$ cat src/sv/fgn_pkg.sv
// shared types, constants and helper functions of the fractal gradient noise unit
package fgn_pkg;

	localparam int COORD_BITS_DEF  = 12;
	localparam int MAX_OCTAVES_DEF = 12;

	localparam int PERM_ENTRIES   = 128;
	localparam int PERM_AW        = $clog2(PERM_ENTRIES);
	localparam int PERM_VAL_W     = 8;
	localparam int GRADIENT_COUNT = 16;
	localparam int GRAD_W         = $clog2(GRADIENT_COUNT);

	localparam int FRAC_W     = 16;
	localparam int RESULT_W   = 16;
	localparam int ONE_Q16    = 65536;
	localparam int OFFSET_Q16 = 46341;
	localparam int REMAP_Q16  = 46341;
	localparam int HALF_Q16   = 32768;
	localparam int FADE_C15   = 15 * ONE_Q16;
	localparam int FADE_C10   = 10 * ONE_Q16;

	// shared multiplier operand and product widths, plus working datapath widths
	localparam int MA_W   = 24;
	localparam int MB_W   = 18;
	localparam int PROD_W = MA_W + MB_W;
	localparam int WK_W   = MA_W;
	localparam int AMP_W  = 17;
	localparam int LG_W   = 5;
	localparam int SH_W   = 6;

	// accumulator split for the final scaling multiply
	localparam int ACC_SPLIT = 20;

	localparam int DIV_NUM_W_DEF = 34 + $clog2(MAX_OCTAVES_DEF) + 17;
	localparam int DIV_DEN_W_DEF = 16 + $clog2(MAX_OCTAVES_DEF) + FRAC_W;

	// configuration register indexes
	localparam int CFG_IDX_W  = 2;
	localparam int CFG_DATA_W = 16;
	localparam logic [CFG_IDX_W-1:0] CFG_SIZE_LOG2    = 2'd0;
	localparam logic [CFG_IDX_W-1:0] CFG_OCTAVE_COUNT = 2'd1;
	localparam logic [CFG_IDX_W-1:0] CFG_PERSISTENCE  = 2'd2;

	// command codes
	localparam logic CMD_LOAD  = 1'b0;
	localparam logic CMD_PIXEL = 1'b1;

	localparam logic signed [MB_W-1:0] GRAD_X [GRADIENT_COUNT] = '{
		18'sd0, 18'sd25080, 18'sd46341, 18'sd60547,
		18'sd65536, 18'sd60547, 18'sd46341, 18'sd25080,
		18'sd0, -18'sd25080, -18'sd46341, -18'sd60547,
		-18'sd65536, -18'sd60547, -18'sd46341, -18'sd25080
	};
	localparam logic signed [MB_W-1:0] GRAD_Y [GRADIENT_COUNT] = '{
		18'sd65536, 18'sd60547, 18'sd46341, 18'sd25080,
		18'sd0, -18'sd25080, -18'sd46341, -18'sd60547,
		-18'sd65536, -18'sd60547, -18'sd46341, -18'sd25080,
		18'sd0, 18'sd25080, 18'sd46341, 18'sd60547
	};

	typedef enum logic [5:0] {
		S_IDLE, S_OCT, S_AMP, S_RA0, S_RA1, S_RB00, S_RB10, S_RB01, S_RB11,
		S_D0X, S_D0Y, S_D1X, S_D1Y, S_D2X, S_D2Y, S_D3X, S_D3Y,
		S_F0, S_F1, S_F2, S_F3, S_F4, S_F5, S_F6, S_F7, S_F8,
		S_L0, S_L1, S_L2, S_L3, S_W0, S_W1,
		S_M0, S_M1, S_M2, S_DGO, S_DIV, S_DONE
	} fgn_state_t;

	// divide by 2^16, round to nearest, ties away from zero
	function automatic logic signed [WK_W-1:0] rnd16(input logic signed [PROD_W-1:0] v);
		logic [PROD_W-1:0] mag;
		logic [PROD_W-1:0] r;
		mag = v[PROD_W-1] ? PROD_W'(-v) : PROD_W'(v);
		r = (mag + PROD_W'(HALF_Q16)) >> FRAC_W;
		return v[PROD_W-1] ? WK_W'(-r) : WK_W'(r);
	endfunction

	// clamp a fade value to 0..1.0
	function automatic logic signed [WK_W-1:0] clamp_one(input logic signed [WK_W-1:0] t);
		logic signed [WK_W-1:0] r;
		r = t;
		if (t < 0)
			r = '0;
		else if (t > WK_W'(ONE_Q16))
			r = WK_W'(ONE_Q16);
		return r;
	endfunction

endpackage

$ cat src/sv/fractal_gradient_noise_2d_unit.sv
// fractal gradient noise unit: permutation table, octave sequencer and shared multiplier
// a pixel transfer runs every octave through the sequencer, then the final scaling and divide;
// a table load writes one permutation entry while idle and gives no result
// throughput: one pixel at a time, busy stays high until done; the single shared multiplier
// and the bit-serial divider set the rate
// reset: arst_n clears the sequencer, config goes to 8/4/32768; done is a one-cycle strobe
module fractal_gradient_noise_2d_unit import fgn_pkg::*; #(
	parameter int COORD_BITS  = COORD_BITS_DEF,
	parameter int MAX_OCTAVES = MAX_OCTAVES_DEF
) (
	input  logic                  clk,
	input  logic                  arst_n,
	// configuration writes
	input  logic                  cfg_we,
	input  logic [CFG_IDX_W-1:0]  cfg_index,
	input  logic [CFG_DATA_W-1:0] cfg_data,
	// command side
	input  logic                  start,
	output logic                  busy,
	input  logic                  command,
	input  logic [COORD_BITS-1:0] pixel_x,
	input  logic [COORD_BITS-1:0] pixel_y,
	input  logic [PERM_AW-1:0]    table_index,
	input  logic [PERM_VAL_W-1:0] table_value,
	// result side
	output logic                  done,
	output logic [RESULT_W-1:0]   noise_value
);

	localparam int OCT_W  = $clog2(MAX_OCTAVES + 1);
	localparam int ACC_W  = 34 + $clog2(MAX_OCTAVES);
	localparam int WSUM_W = 16 + $clog2(MAX_OCTAVES);
	localparam int NUM_W  = ACC_W + 17;
	localparam int DEN_W  = WSUM_W + FRAC_W;
	localparam int EXT_W  = PERM_AW + COORD_BITS;
	localparam int WIDE_W = EXT_W + FRAC_W;

	fgn_state_t state_q, state_d;

	// configuration registers
	logic [3:0]  size_log2_q;
	logic [3:0]  octave_count_q;
	logic [15:0] persistence_q;

	// per-pixel working registers
	logic [COORD_BITS-1:0] px_q, py_q;
	logic [OCT_W-1:0]      o_q;
	logic [AMP_W-1:0]      amp_q;
	logic [WSUM_W-1:0]     wsum_q;
	logic [ACC_W-1:0]      acc_q;
	logic [NUM_W-1:0]      num_q;
	logic [PERM_AW-1:0]    cx_q, cy_q;
	logic [FRAC_W-1:0]     fx_q, fy_q;
	logic [PERM_VAL_W-1:0] a0_q, a1_q;
	logic [GRAD_W-1:0]     g00_q, g10_q, g01_q, g11_q;
	logic signed [PROD_W-1:0] sum_q;
	logic signed [WK_W-1:0]   d00_q, d10_q, d01_q, d11_q;
	logic signed [WK_W-1:0]   tu_q, tv_q, l0_q, l1_q, r_q;
	logic [RESULT_W-1:0]      res_q;

	// permutation table and its registered read port
	logic [PERM_VAL_W-1:0] perm_mem [PERM_ENTRIES];
	logic [PERM_VAL_W-1:0] rd_q;
	logic [PERM_AW-1:0]    rd_addr;

	// shared multiplier
	logic signed [MA_W-1:0]   mul_a;
	logic signed [MB_W-1:0]   mul_b;
	logic signed [PROD_W-1:0] prod_q;

	// divider
	logic                div_start;
	logic                div_done;
	logic [RESULT_W-1:0] div_q;

	// decoded config and handshake
	logic                  idle;
	logic                  load_we;
	logic                  pixel_go;
	logic [LG_W-1:0]       lg_c;
	logic [LG_W-1:0]       oc5_c;
	logic [OCT_W-1:0]      oc_c;
	logic [15:0]           p_c;
	logic [COORD_BITS-1:0] edge_mask;
	logic                  last_oct;

	// cell and fraction of the current octave
	logic [SH_W-1:0]       o6, lg6, sh_c;
	logic [WIDE_W-1:0]     wide_x, wide_y;
	logic [EXT_W-1:0]      shl_x, shl_y;
	logic [PERM_AW-1:0]    cx_c, cy_c;
	logic [FRAC_W-1:0]     fx_c, fy_c;

	// datapath helpers
	logic signed [MA_W-1:0]   dx0, dx1, dy0, dy1, t0x, t0y;
	logic signed [MB_W-1:0]   fxb, fyb;
	logic [PROD_W-1:0]        amp_rnd;
	logic [AMP_W-1:0]         amp_new;
	logic signed [WK_W-1:0]   prod_r;
	logic signed [WK_W-1:0]   dot_r;
	logic signed [WK_W-1:0]   term_c;

	assign idle     = state_q == S_IDLE;
	assign load_we  = start && idle && command == CMD_LOAD;
	assign pixel_go = start && idle && command == CMD_PIXEL;
	assign busy     = !idle;
	assign done     = state_q == S_DONE;
	assign noise_value = res_q;

	// clamp the config to its legal range
	always_comb begin
		lg_c = LG_W'(size_log2_q);
		if (lg_c < LG_W'(3))
			lg_c = LG_W'(3);
		else if (lg_c > LG_W'(COORD_BITS))
			lg_c = LG_W'(COORD_BITS);
		oc5_c = LG_W'(octave_count_q);
		if (oc5_c == '0)
			oc5_c = LG_W'(1);
		else if (oc5_c > LG_W'(MAX_OCTAVES))
			oc5_c = LG_W'(MAX_OCTAVES);
		oc_c = OCT_W'(oc5_c);
		p_c  = (persistence_q == '0) ? 16'd1 : persistence_q;
		for (int i = 0; i < COORD_BITS; i++)
			edge_mask[i] = LG_W'(i) < lg_c;
	end

	assign last_oct = ({1'b0, o_q} + (OCT_W + 1)'(1)) == {1'b0, oc_c};

	// cell index and fraction: coarse octaves shift right, finer than a pixel shifts left
	always_comb begin
		o6     = SH_W'(o_q);
		lg6    = SH_W'(lg_c);
		sh_c   = '0;
		wide_x = '0;
		wide_y = '0;
		shl_x  = '0;
		shl_y  = '0;
		if (o6 <= lg6) begin
			sh_c   = lg6 - o6;
			wide_x = {{PERM_AW{1'b0}}, px_q, {FRAC_W{1'b0}}} >> sh_c;
			wide_y = {{PERM_AW{1'b0}}, py_q, {FRAC_W{1'b0}}} >> sh_c;
			cx_c   = wide_x[FRAC_W +: PERM_AW];
			cy_c   = wide_y[FRAC_W +: PERM_AW];
			fx_c   = wide_x[FRAC_W-1:0];
			fy_c   = wide_y[FRAC_W-1:0];
		end else begin
			sh_c  = o6 - lg6;
			shl_x = {{PERM_AW{1'b0}}, px_q} << sh_c;
			shl_y = {{PERM_AW{1'b0}}, py_q} << sh_c;
			cx_c  = shl_x[PERM_AW-1:0];
			cy_c  = shl_y[PERM_AW-1:0];
			fx_c  = '0;
			fy_c  = '0;
		end
	end

	// corner offsets, fade seeds and rounded products
	assign dx0 = MA_W'({1'b0, fx_q});
	assign dy0 = MA_W'({1'b0, fy_q});
	assign dx1 = dx0 - MA_W'(ONE_Q16);
	assign dy1 = dy0 - MA_W'(ONE_Q16);
	assign t0x = (dx0 <<< 2) + (dx0 <<< 1) - MA_W'(FADE_C15);
	assign t0y = (dy0 <<< 2) + (dy0 <<< 1) - MA_W'(FADE_C15);
	assign fxb = MB_W'({1'b0, fx_q});
	assign fyb = MB_W'({1'b0, fy_q});
	assign amp_rnd = PROD_W'(prod_q) + PROD_W'(HALF_Q16);
	assign amp_new = AMP_W'(amp_rnd >> FRAC_W);
	assign prod_r  = rnd16(prod_q);
	assign dot_r   = rnd16(sum_q + prod_q);
	assign term_c  = l0_q + prod_r + WK_W'(OFFSET_Q16);

	// multiplier operands and table address per step
	always_comb begin
		mul_a   = '0;
		mul_b   = '0;
		rd_addr = '0;
		case (state_q)
			S_OCT:  begin mul_a = MA_W'(amp_q); mul_b = MB_W'(p_c); end
			S_AMP:  rd_addr = cy_q;
			S_RA0:  rd_addr = cy_q + PERM_AW'(1);
			S_RA1:  rd_addr = PERM_AW'(a0_q) + cx_q;
			S_RB00: rd_addr = PERM_AW'(a0_q) + cx_q + PERM_AW'(1);
			S_RB10: rd_addr = PERM_AW'(a1_q) + cx_q;
			S_RB01: rd_addr = PERM_AW'(a1_q) + cx_q + PERM_AW'(1);
			S_D0X:  begin mul_a = dx0; mul_b = GRAD_X[g00_q]; end
			S_D0Y:  begin mul_a = dy0; mul_b = GRAD_Y[g00_q]; end
			S_D1X:  begin mul_a = dx1; mul_b = GRAD_X[g10_q]; end
			S_D1Y:  begin mul_a = dy0; mul_b = GRAD_Y[g10_q]; end
			S_D2X:  begin mul_a = dx0; mul_b = GRAD_X[g01_q]; end
			S_D2Y:  begin mul_a = dy1; mul_b = GRAD_Y[g01_q]; end
			S_D3X:  begin mul_a = dx1; mul_b = GRAD_X[g11_q]; end
			S_D3Y:  begin mul_a = dy1; mul_b = GRAD_Y[g11_q]; end
			// the two fades interleave so each product is registered before that fade's next step
			S_F0:   begin mul_a = t0x;  mul_b = fxb; end
			S_F1:   begin mul_a = t0y;  mul_b = fyb; end
			S_F2, S_F4, S_F6: begin mul_a = tu_q; mul_b = fxb; end
			S_F3, S_F5, S_F7: begin mul_a = tv_q; mul_b = fyb; end
			S_F8:   begin mul_a = d10_q - d00_q; mul_b = MB_W'(tu_q); end
			S_L0:   begin mul_a = d11_q - d01_q; mul_b = MB_W'(tu_q); end
			S_L2:   begin mul_a = l1_q - l0_q;   mul_b = MB_W'(tv_q); end
			S_W0:   begin mul_a = r_q; mul_b = MB_W'(amp_q); end
			S_M0:   begin mul_a = MA_W'(acc_q[ACC_SPLIT-1:0]); mul_b = MB_W'(REMAP_Q16); end
			S_M1:   begin mul_a = MA_W'(acc_q[ACC_W-1:ACC_SPLIT]); mul_b = MB_W'(REMAP_Q16); end
			default: ;
		endcase
	end

	fgn_mul u_mul (
		.clk    (clk),
		.a      (mul_a),
		.b      (mul_b),
		.prod_q (prod_q)
	);

	assign div_start = state_q == S_DGO && wsum_q != '0;

	fgn_div #(
		.NUM_W (NUM_W),
		.DEN_W (DEN_W)
	) u_div (
		.clk      (clk),
		.arst_n   (arst_n),
		.start    (div_start),
		.num      (num_q),
		.den      ({wsum_q, {FRAC_W{1'b0}}}),
		.done     (div_done),
		.quotient (div_q)
	);

	// permutation table
	always_ff @(posedge clk) begin
		if (load_we)
			perm_mem[table_index] <= table_value;
		rd_q <= perm_mem[rd_addr];
	end

	// configuration registers
	always_ff @(posedge clk or negedge arst_n) begin
		if (!arst_n) begin
			size_log2_q    <= 4'd8;
			octave_count_q <= 4'd4;
			persistence_q  <= 16'd32768;
		end else if (cfg_we) begin
			unique case (cfg_index)
				CFG_SIZE_LOG2:    size_log2_q    <= cfg_data[3:0];
				CFG_OCTAVE_COUNT: octave_count_q <= cfg_data[3:0];
				CFG_PERSISTENCE:  persistence_q  <= cfg_data;
				default: ;
			endcase
		end
	end

	// sequencer state
	always_ff @(posedge clk or negedge arst_n) begin
		if (!arst_n)
			state_q <= S_IDLE;
		else
			state_q <= state_d;
	end

	always_comb begin
		state_d = state_q;
		unique case (state_q)
			S_IDLE: if (pixel_go) state_d = S_OCT;
			S_OCT:  state_d = S_AMP;
			S_AMP:  state_d = S_RA0;
			S_RA0:  state_d = S_RA1;
			S_RA1:  state_d = S_RB00;
			S_RB00: state_d = S_RB10;
			S_RB10: state_d = S_RB01;
			S_RB01: state_d = S_RB11;
			S_RB11: state_d = S_D0X;
			S_D0X:  state_d = S_D0Y;
			S_D0Y:  state_d = S_D1X;
			S_D1X:  state_d = S_D1Y;
			S_D1Y:  state_d = S_D2X;
			S_D2X:  state_d = S_D2Y;
			S_D2Y:  state_d = S_D3X;
			S_D3X:  state_d = S_D3Y;
			S_D3Y:  state_d = S_F0;
			S_F0:   state_d = S_F1;
			S_F1:   state_d = S_F2;
			S_F2:   state_d = S_F3;
			S_F3:   state_d = S_F4;
			S_F4:   state_d = S_F5;
			S_F5:   state_d = S_F6;
			S_F6:   state_d = S_F7;
			S_F7:   state_d = S_F8;
			S_F8:   state_d = S_L0;
			S_L0:   state_d = S_L1;
			S_L1:   state_d = S_L2;
			S_L2:   state_d = S_L3;
			S_L3:   state_d = S_W0;
			S_W0:   state_d = S_W1;
			S_W1:   state_d = last_oct ? S_M0 : S_OCT;
			S_M0:   state_d = S_M1;
			S_M1:   state_d = S_M2;
			S_M2:   state_d = S_DGO;
			S_DGO:  state_d = (wsum_q == '0) ? S_DONE : S_DIV;
			S_DIV:  if (div_done) state_d = S_DONE;
			S_DONE: state_d = S_IDLE;
			default: state_d = S_IDLE;
		endcase
	end

	// datapath: each multiply result is consumed in the step after the one that issued it
	always_ff @(posedge clk) begin
		case (state_q)
			S_IDLE: begin
				if (pixel_go) begin
					px_q   <= pixel_x & edge_mask;
					py_q   <= pixel_y & edge_mask;
					o_q    <= '0;
					amp_q  <= AMP_W'(ONE_Q16);
					wsum_q <= '0;
					acc_q  <= '0;
				end
			end
			S_OCT: begin
				cx_q <= cx_c;
				cy_q <= cy_c;
				fx_q <= fx_c;
				fy_q <= fy_c;
			end
			S_AMP: begin
				amp_q  <= amp_new;
				wsum_q <= wsum_q + WSUM_W'(amp_new);
			end
			S_RA0:  a0_q  <= rd_q;
			S_RA1:  a1_q  <= rd_q;
			S_RB00: g00_q <= rd_q[GRAD_W-1:0];
			S_RB10: g10_q <= rd_q[GRAD_W-1:0];
			S_RB01: g01_q <= rd_q[GRAD_W-1:0];
			S_RB11: g11_q <= rd_q[GRAD_W-1:0];
			S_D0Y, S_D1Y, S_D2Y, S_D3Y: sum_q <= prod_q;
			S_D1X: d00_q <= dot_r;
			S_D2X: d10_q <= dot_r;
			S_D3X: d01_q <= dot_r;
			S_F0:  d11_q <= dot_r;
			S_F1:  tu_q <= prod_r + WK_W'(FADE_C10);
			S_F2:  tv_q <= prod_r + WK_W'(FADE_C10);
			S_F3, S_F5: tu_q <= prod_r;
			S_F4, S_F6: tv_q <= prod_r;
			S_F7:  tu_q <= clamp_one(prod_r);
			S_F8:  tv_q <= clamp_one(prod_r);
			S_L0:  l0_q <= d00_q + prod_r;
			S_L1:  l1_q <= d01_q + prod_r;
			S_L3:  r_q  <= (term_c < 0) ? '0 : term_c;
			S_W1: begin
				acc_q <= acc_q + ACC_W'(prod_q);
				o_q   <= o_q + OCT_W'(1);
			end
			S_M1:  num_q <= NUM_W'(prod_q);
			// add the high partial product and half the divisor for rounding
			S_M2:  num_q <= num_q + (NUM_W'(prod_q) << ACC_SPLIT)
				+ (NUM_W'(wsum_q) << (FRAC_W - 1));
			S_DGO: if (wsum_q == '0) res_q <= {RESULT_W{1'b1}};
			S_DIV: if (div_done) res_q <= div_q;
			default: ;
		endcase
	end

	// done strobes for a single cycle
	a_done_pulse: assert property (@(posedge clk) disable iff (!arst_n)
		done |=> !done) else $error("done held longer than one cycle");

	// a table load never occupies the sequencer
	a_load_idle: assert property (@(posedge clk) disable iff (!arst_n)
		(start && !busy && command == CMD_LOAD) |=> !busy)
		else $error("table load made the unit busy");

	// a pixel transfer always starts octave work
	a_pixel_busy: assert property (@(posedge clk) disable iff (!arst_n)
		(start && !busy && command == CMD_PIXEL) |=> (busy && !done))
		else $error("pixel transfer did not start work");

	// the unit frees up right after a result
	a_done_release: assert property (@(posedge clk) disable iff (!arst_n)
		done |=> !busy) else $error("unit stayed busy after done");

	// the divider only runs with a nonzero weight sum
	a_div_nonzero: assert property (@(posedge clk) disable iff (!arst_n)
		div_start |-> ($past(state_q) == S_M2 && wsum_q != '0))
		else $error("divider started out of sequence");

endmodule

$ cat src/sv/fgn_mul.sv
// shared signed multiplier with registered product
module fgn_mul import fgn_pkg::*; (
	input  logic                     clk,
	input  logic signed [MA_W-1:0]   a,
	input  logic signed [MB_W-1:0]   b,
	output logic signed [PROD_W-1:0] prod_q
);

	always_ff @(posedge clk) begin
		prod_q <= a * b;
	end

endmodule

$ cat src/sv/fgn_div.sv
// restoring divider, one quotient bit per cycle, saturated 16-bit quotient
module fgn_div import fgn_pkg::*; #(
	parameter int NUM_W = DIV_NUM_W_DEF,
	parameter int DEN_W = DIV_DEN_W_DEF
) (
	input  logic                clk,
	input  logic                arst_n,
	input  logic                start,
	input  logic [NUM_W-1:0]    num,
	input  logic [DEN_W-1:0]    den,
	output logic                done,
	output logic [RESULT_W-1:0] quotient
);

	localparam int CNT_W = $clog2(NUM_W + 1);

	logic [DEN_W-1:0] rem_q;
	logic [DEN_W-1:0] den_q;
	logic [NUM_W-1:0] quo_q;
	logic [CNT_W-1:0] cnt_q;
	logic             run_q;
	logic             done_q;
	logic [DEN_W:0]   trial;
	logic             ge;
	logic [DEN_W:0]   diff;

	assign trial = {rem_q, quo_q[NUM_W-1]};
	assign ge    = trial >= {1'b0, den_q};
	assign diff  = trial - {1'b0, den_q};

	always_ff @(posedge clk or negedge arst_n) begin
		if (!arst_n) begin
			run_q  <= 1'b0;
			done_q <= 1'b0;
			cnt_q  <= '0;
		end else begin
			done_q <= 1'b0;
			if (start) begin
				run_q <= 1'b1;
				cnt_q <= CNT_W'(NUM_W);
			end else if (run_q) begin
				cnt_q <= cnt_q - CNT_W'(1);
				if (cnt_q == CNT_W'(1)) begin
					run_q  <= 1'b0;
					done_q <= 1'b1;
				end
			end
		end
	end

	always_ff @(posedge clk) begin
		if (start) begin
			rem_q <= '0;
			den_q <= den;
			quo_q <= num;
		end else if (run_q) begin
			rem_q <= ge ? diff[DEN_W-1:0] : trial[DEN_W-1:0];
			quo_q <= {quo_q[NUM_W-2:0], ge};
		end
	end

	assign done     = done_q;
	assign quotient = (|quo_q[NUM_W-1:RESULT_W]) ? {RESULT_W{1'b1}} : quo_q[RESULT_W-1:0];

endmodule
$ cat config.mk
export PLATFORM = sky130hd
export DESIGN_NAME = fractal_gradient_noise_2d_unit
export DESIGN_NICKNAME = d
export VERILOG_FILES = /design/src/sv/fgn_pkg.sv /design/src/sv/fractal_gradient_noise_2d_unit.sv /design/src/sv/fgn_mul.sv /design/src/sv/fgn_div.sv
export SDC_FILE = /design/constraint.sdc
export NUM_CORES = 2
export LEC_CHECK = 0
export BUFFER_PORTS_ARGS = -buffer_cell sky130_fd_sc_hd__buf_2
export CORE_MARGIN = 4
export CORE_UTILIZATION = 45
export CTS_CLUSTER_DIAMETER = 150
export CTS_CLUSTER_SIZE = 8
export DETAILED_ROUTE_END_ITERATION = 16
export SYNTH_ARGS = -nofsm -noshare
export SYNTH_HDL_FRONTEND = slang
export SYNTH_SLANG_ARGS = --single-unit
$ cat constraint.sdc
create_clock -name clk -period 11.85 [get_ports clk]
set_input_delay 0.5925 -clock clk [delete_from_list [all_inputs] [get_ports clk]]
set_output_delay 0.5925 -clock clk [all_outputs]
set_load 0.1 [all_outputs]
After elaboration in Yosys (flattened, before gate mapping)
Memory sizes are Yosys's and may differ from the RTL's. A register that Yosys moved wholly into a read port is not among the register bits.
Index checks and enable logic that the tools add are counted.
W data, S select, Z words.
- $add $sub $neg: 37
- $mul: 1
- divide/modulo/power cells: 0
- magnitude comparators: 24
- equality and inequality tests: 44
- shift-type cells: 4
- mux-type cells: 65
- bitwise gates (word level): 7
- reduce and logical (&&, ||, !) cells: 40
- operators by type and width (cell ; number):
    $pmux W24 S15 ; 1
    $mux W18 ; 16
    $pmux W18 S15 ; 1
    $pmux W6 S37 ; 1
    $pmux W24 S3 ; 2
    $mux W55 ; 2
    $pmux W55 S2 ; 1
    $eq A6 B5 Y1 const B ; 16
    $mux W24 ; 4
    $add A40 B16 Y40 const B ; 2
    $mux W40 ; 2
    $neg A40 Y40 ; 2
    $pmux W38 S2 ; 1
    $add A24 B24 Y24 ; 3
    $sub A24 B24 Y24 ; 3
    $mux W16 ; 4
    $shr A28 B6 Y23 ; 2
    $add A55 B35 Y55 ; 1
    $add A55 B55 Y55 ; 1
    $eq A6 B4 Y1 const B ; 8
    $lt A24 B1 Y1 const B ; 2
    $neg A24 Y24 ; 2
    $add A42 B42 Y42 ; 1
    $mul A24 B18 Y42 ; 1
    68 further kinds ; 143
- register bits: 699
- bits in latches: 0
- RAM bits: 1024
- ROM bits: 2304
- input port bits: 62
- output and inout port bits: 18
- word-level logic and storage cells: 270
- memories: 9
- memories (memory ; depth ; width ; read ports ; clocked after memory_dff ; wr ports ; RTL line ; RTL):
    perm_mem ; 128 ; 8 ; 1 ; 1 ; 1 ; fractal_gradient_noise_2d_unit.sv:62 ; logic [PERM_VAL_W-1:0] perm_mem [PERM_ENTRIES];
    (no name shown) ; 16 ; 18 ; 1 ; 0 ; 0 ; fractal_gradient_noise_2d_unit.sv:193 ; S_D3Y: begin mul_a = dy1; mul_b = GRAD_Y[g11_q]; end
    (no name shown) ; 16 ; 18 ; 1 ; 0 ; 0 ; fractal_gradient_noise_2d_unit.sv:192 ; S_D3X: begin mul_a = dx1; mul_b = GRAD_X[g11_q]; end
    (no name shown) ; 16 ; 18 ; 1 ; 0 ; 0 ; fractal_gradient_noise_2d_unit.sv:191 ; S_D2Y: begin mul_a = dy1; mul_b = GRAD_Y[g01_q]; end
    (no name shown) ; 16 ; 18 ; 1 ; 0 ; 0 ; fractal_gradient_noise_2d_unit.sv:190 ; S_D2X: begin mul_a = dx0; mul_b = GRAD_X[g01_q]; end
    (no name shown) ; 16 ; 18 ; 1 ; 0 ; 0 ; fractal_gradient_noise_2d_unit.sv:189 ; S_D1Y: begin mul_a = dy0; mul_b = GRAD_Y[g10_q]; end
    +3 memories ; n/a ; n/a ; n/a ; n/a ; n/a ; n/a ;

Depth between registers and ports, before layout
- depth in word-level cells: 9
- mapped depth: 46
- depth with buffers taken out: 45

Cells and area by module
From an unflattened synthesis, not the netlist that was laid out.
- cell total of the unflattened synthesis: 10303
- area, all modules: 105496.2 µm²
- modules (own cells, without submodules) (module ; times used ; cells an instance ; area each (µm²) ; sequential area each (µm²)):
    fractal_gradient_noise_2d_unit ; 1 ; 7730 ; 81378.0 ; 43055.0
    fgn_mul ; 1 ; 1793 ; 16251.8 ; 840.8
    fgn_div ; 1 ; 780 ; 7866.3 ; 3653.5

Least setup slack after synthesis
Ideal clock, no wire load.
- kind: flip-flop to flip-flop
- from: reg fx_q[1]
- to: reg u_mul.prod_q[41]
- setup time: 72 ps
- arrival: 9831 ps
- required time: 11778 ps
- slack: 1946 ps
- stages on the path, launching flop included: 47
- path buffers: 1
- period minus slack after synthesis: 9904 ps
- cell sequence: edfxtp_1 ha_1 ha_1 inv_1 fa_1 nor2b_1 o21ai_0 a21boi_0 o21ai_0 a21boi_0 o21ai_0 a21boi_0 o21ai_0 a21boi_0 o21ai_0 a21oi_1 o21a_1 nor2_1 [11 not listed] fa_1 inv_1 fa_1 fa_1 inv_1 ha_1 and2_1 a22oi_1 nand2b_1 or3_1 o21ba_2 a211o_1 a21oi_1 o21bai_1 a21oi_1 a211oi_1 o31ai_1 xnor2_1
- longest elaborated chain between the ends: 4
- elaborated cells between the ends (all ways): 6
- those cells by class: 3 x add/sub; 1 x mul; 2 x mux
- RTL lines (item ; RTL line ; RTL):
    start, declared ; fractal_gradient_noise_2d_unit.sv:53 ; logic [FRAC_W-1:0] fx_q, fy_q;
    start signal, assigned ; fractal_gradient_noise_2d_unit.sv:323 ; fx_q <= fx_c;
    $add A18 B17 Y19 ; fractal_gradient_noise_2d_unit.sv:163 ; assign t0x = (dx0 <<< 2) + (dx0 <<< 1) - MA_W'(FADE_C15);
    $sub A19 B20 Y21 ; fractal_gradient_noise_2d_unit.sv:163 ;
    $pmux W24 S15 ; fractal_gradient_noise_2d_unit.sv:178 ; case (state_q)
    $mul A24 B18 Y42 * ; fgn_mul.sv:10 ; prod_q <= a * b;
    end signal, assigned ; fgn_mul.sv:10 ;
    end, declared ; fgn_mul.sv:6 ; output logic signed [PROD_W-1:0] prod_q
Every way passes the cells marked *; elsewhere a longest branch is shown, timed or not.
A chain may end at the register's enable or synchronous reset.

Worst setup path in the final report
- from: reg fy_q[1]
- to: reg u_mul.prod_q[41]
- longest elaborated chain between the ends: 4
- elaborated cells between the ends (all ways): 6
- those cells by class: 3 x add/sub; 1 x mul; 2 x mux
- RTL lines (item ; RTL line ; RTL):
    start, declared ; fractal_gradient_noise_2d_unit.sv:53 ;
    start signal, assigned ; fractal_gradient_noise_2d_unit.sv:324 ; fy_q <= fy_c;
    $add A18 B17 Y19 ; fractal_gradient_noise_2d_unit.sv:164 ; assign t0y = (dy0 <<< 2) + (dy0 <<< 1) - MA_W'(FADE_C15);
    $sub A19 B20 Y21 ; fractal_gradient_noise_2d_unit.sv:164 ;
    $pmux W24 S15 ; fractal_gradient_noise_2d_unit.sv:178 ;
    $mul A24 B18 Y42 * ; fgn_mul.sv:10 ;
Marked as above.

==> metrics.cfg <==
[timing]
relSlewSlack_pct = 19.3
setup_tns_ps = 0
hold_violations = 0
fin_ws_ps = 581
setup_viol = 0
rsz0062_at_grt = no
worstMarginPinSlew_ps = 1200
fmax_mhz = 88.7
layout_min_cycle_time_ps = 11270
whs_ps = 60.1
finalCritPeriodShare_pct = 95.1
fin_worst_skew_ps = 112
slew_violations = 0

[clocking]
cts_buffers = 218
clk_pin_slew_ps = 70
clk_latency_ps = 940
h-tree-depth = 4
cts_tree = built
clkSinkCount = 1602
clockBufferDepth = 3
clock-root-buffer = clkbuf_16

[global_routing]
grt_pass1_wl_um = 507000
first_global_vias = 78000
grt_max_degree = 149
grt.overflow.total = 0
track_usage_pct = 28.3
antenna_found_initial = 14

[hold_path]
worstHoldPathType = input port to register
hp-start = cfg_data[12]

[power_and_ir_drop]
peakVddDrop_mv = 0.163
p_per_area_nw_per_um2 = 110
cellLeakagePower_nw = 45.2

[finish]
syn_to_final_growth_pct = 10.7
drive_gt1_share_pct = 7.10
design_area_um2 = 115000
fillerInstances = 20800
layout_common_cells = 1761 x nand2_1, 1479 x edfxtp_1, 868 x inv_1, 730 x nor2_1, 553 x ha_1
mostFrequentLayoutCell = nand2_1
final_util_pct = 50.3
finalNetCount = 11400

[detailed_routing]
dr.pass1.iters = 10
detail_route.wl_per_cell_um = 25.4
drcViolationCount = 0
vias_per_cell = 5.94
first_iter_violations = 8529
routed_wl_um = 343000
ant_nets = 0
vias = 80100

[synth]
synth_compound_area_share_pct = 12.0
synth_top_cell_by_area = edfxtp_1
synth_adder_area_share_pct = 15.5
ys.flop_type = edfxtp_1
synth.top_cell.area_share_pct = 42.9
ys_seq_area_share_pct = 45.4
muxShareOfSynthArea_pct = 1.40
yosysWarnings = 0
synth_edf_count = 1479
yosys-top-cells-area = edfxtp_1 43%, fa_1 8.8%, ha_1 6.7%
ys_ff_latch = 1602
syn_area_um2 = 104000
synth_top_family_by_area = simple AND/OR/NAND/NOR gates
syn_inst = 10300
synth.distinct_cells = 96
syn-num-nets = 11400
yosys.area_share.simple_pct = 16.8
synthXorXnorAreaFrac_pct = 3.84
synthArstFlopShare_pct = 2.37
syn_avg_cell_area_um2 = 10.1

[setup_path]
startpoint = fy_q[1]
arrival_ps = 12000
crit_top_cell = a21oi_1
crit_slowest_cell = nand4b_1
crit_required_ps = 12580
path_class = register to register
crit_path_max_incr_delay_ps = 640
crit_fanout = 4
critPathCaptureType = register
startpoint_type = register
r2r-start = fy_q[1]

[die]
die_height_um = 488
ios = 80
rows = 175
initial_utilization_pct = 45.4
die_area_um2 = 238000
fp.dieW_um = 488
design.core.area_um2 = 228000

[placement]
portBuffers = 78
gp_congestion = 0.981
dpl.hpwl_um = 249000
dpl_cell_area_um2 = 108000
place_ws_ps = 890

[outcome]
status = finished, final reports clean

[run]
drv_cap = 0

metrics by stage:
step / total power [mW] / std cells
global placement: 6.84 / 13100
detailed placement: 6.85 / 13100
global route: 13.0 / 13500
floorplan: 6.64 / 10300
finish: 12.6 / 13500
CTS: 12.7 / 13500
path summary, 6_finish.rpt:
path / endpoint / slack, ps / cells after the start
worst max register to register: u_mul.prod_q[41] / 580 / 40
min in group asynchronous: u_div.cnt_q[3] / 410 / 3
worst max-delay path: u_mul.prod_q[41] / 580 / 40
worst min register to register: a1_q[5] / 430 / 0
worst min-delay path: persistence_q[12] / 60 / 2
max in group asynchronous: persistence_q[8] / 10890 / 3
flip-flops by register name (all words and copies together), names as in the netlist, 36 cells and up:
signal,flops
perm_mem,896
num_q,55
u_div.quo_q,55
sum_q,42
u_mul.prod_q,42
acc_q,38
u_div.rem_q,36
cell usage after synthesis (42+ instances only):
library cell,instances
a21o_1,100
nand2b_1,98
o21bai_1,59
nand3_1,467
a222oi_1,42
dfxtp_1,85
a22oi_1,59
nand2_1,1769
ha_1,553
fa_1,457
nand4_1,46
buf_1,61
a21oi_1,439
edfxtp_1,1479
and3_1,166
o211ai_1,46
xor2_1,153
a311oi_1,184
mux2i_1,94
nor3_1,163
o21ai_0,359
nor2_1,738
o21a_1,43
or3_1,60
inv_1,870
and2_1,87
xnor2_1,301
nor2b_1,90
nor4_1,55
a31oi_1,108
a211oi_1,54
clkbuf_1,417
or2_2,46
layer usage:
| metal | GRT usage (%) | part of all wire (%) | wire length (um) |
|---|---|---|---|
| met4 | 11.3 | 4.3 | 14900 |
| met1 | 38.4 | 42 | 143000 |
| met2 | 45.2 | 46 | 158000 |
| met5 | 0 | 0.0038 | 13 |
| met3 | 4.91 | 7.8 | 26900 |
what timing repair did:
action,4_1_cts,5_1_grt
hold buffers,16,0
gates resized for setup,0,2
endpoints found under the setup margin,0,3
setup buffers,0,1
hold endpoints to repair,51,0
cells by family (layout without fill, tap and decap cells):
family | Yosys count | count (layout)
compound gates | 1850 | 1850
other cells | 1 | 5
mux | 136 | 136
fa+ha+maj | 1010 | 1010
flops | 1602 | 1602
xor+xnor | 454 | 454
simple gates | 3882 | 3882
buf+inv | 1362 | 1538
layout make-up:
class	instances	area [um2]	share of cell area [%]
multi-input combinational	7333	51700	45.1
antenna	4	10.0	0.00873
inverter	876	3290	2.87
sequential	1602	47100	41.1
clock buffer	300	5760	5.03
timing repair buffer	346	2580	2.25
tap	3009	3760	3.28
clock inverter	16	458	0.399
power by group:
| group | total (mW) | switching [mW] | internal (mW) |
|---|---|---|---|
| logic | 0.564 | 0.387 | 0.177 |
| registers | 6.19 | 0.0259 | 6.17 |
| clock network | 5.83 | 2.49 | 3.35 |
| total | 12.6 | 2.90 | 9.69 |
critical path: cells and delay by family, from the launching register on:
family                     cells  cell delay (ps)
AOI/OAI and AO/OA             19             4210
xor gates and xnor gates       2              260
adders and majority gates      9             4060
buffers and inverters          5              380
DFF                            1              510
and+or+nand+nor                5             1630
Power figures use the tool's default switching activity.
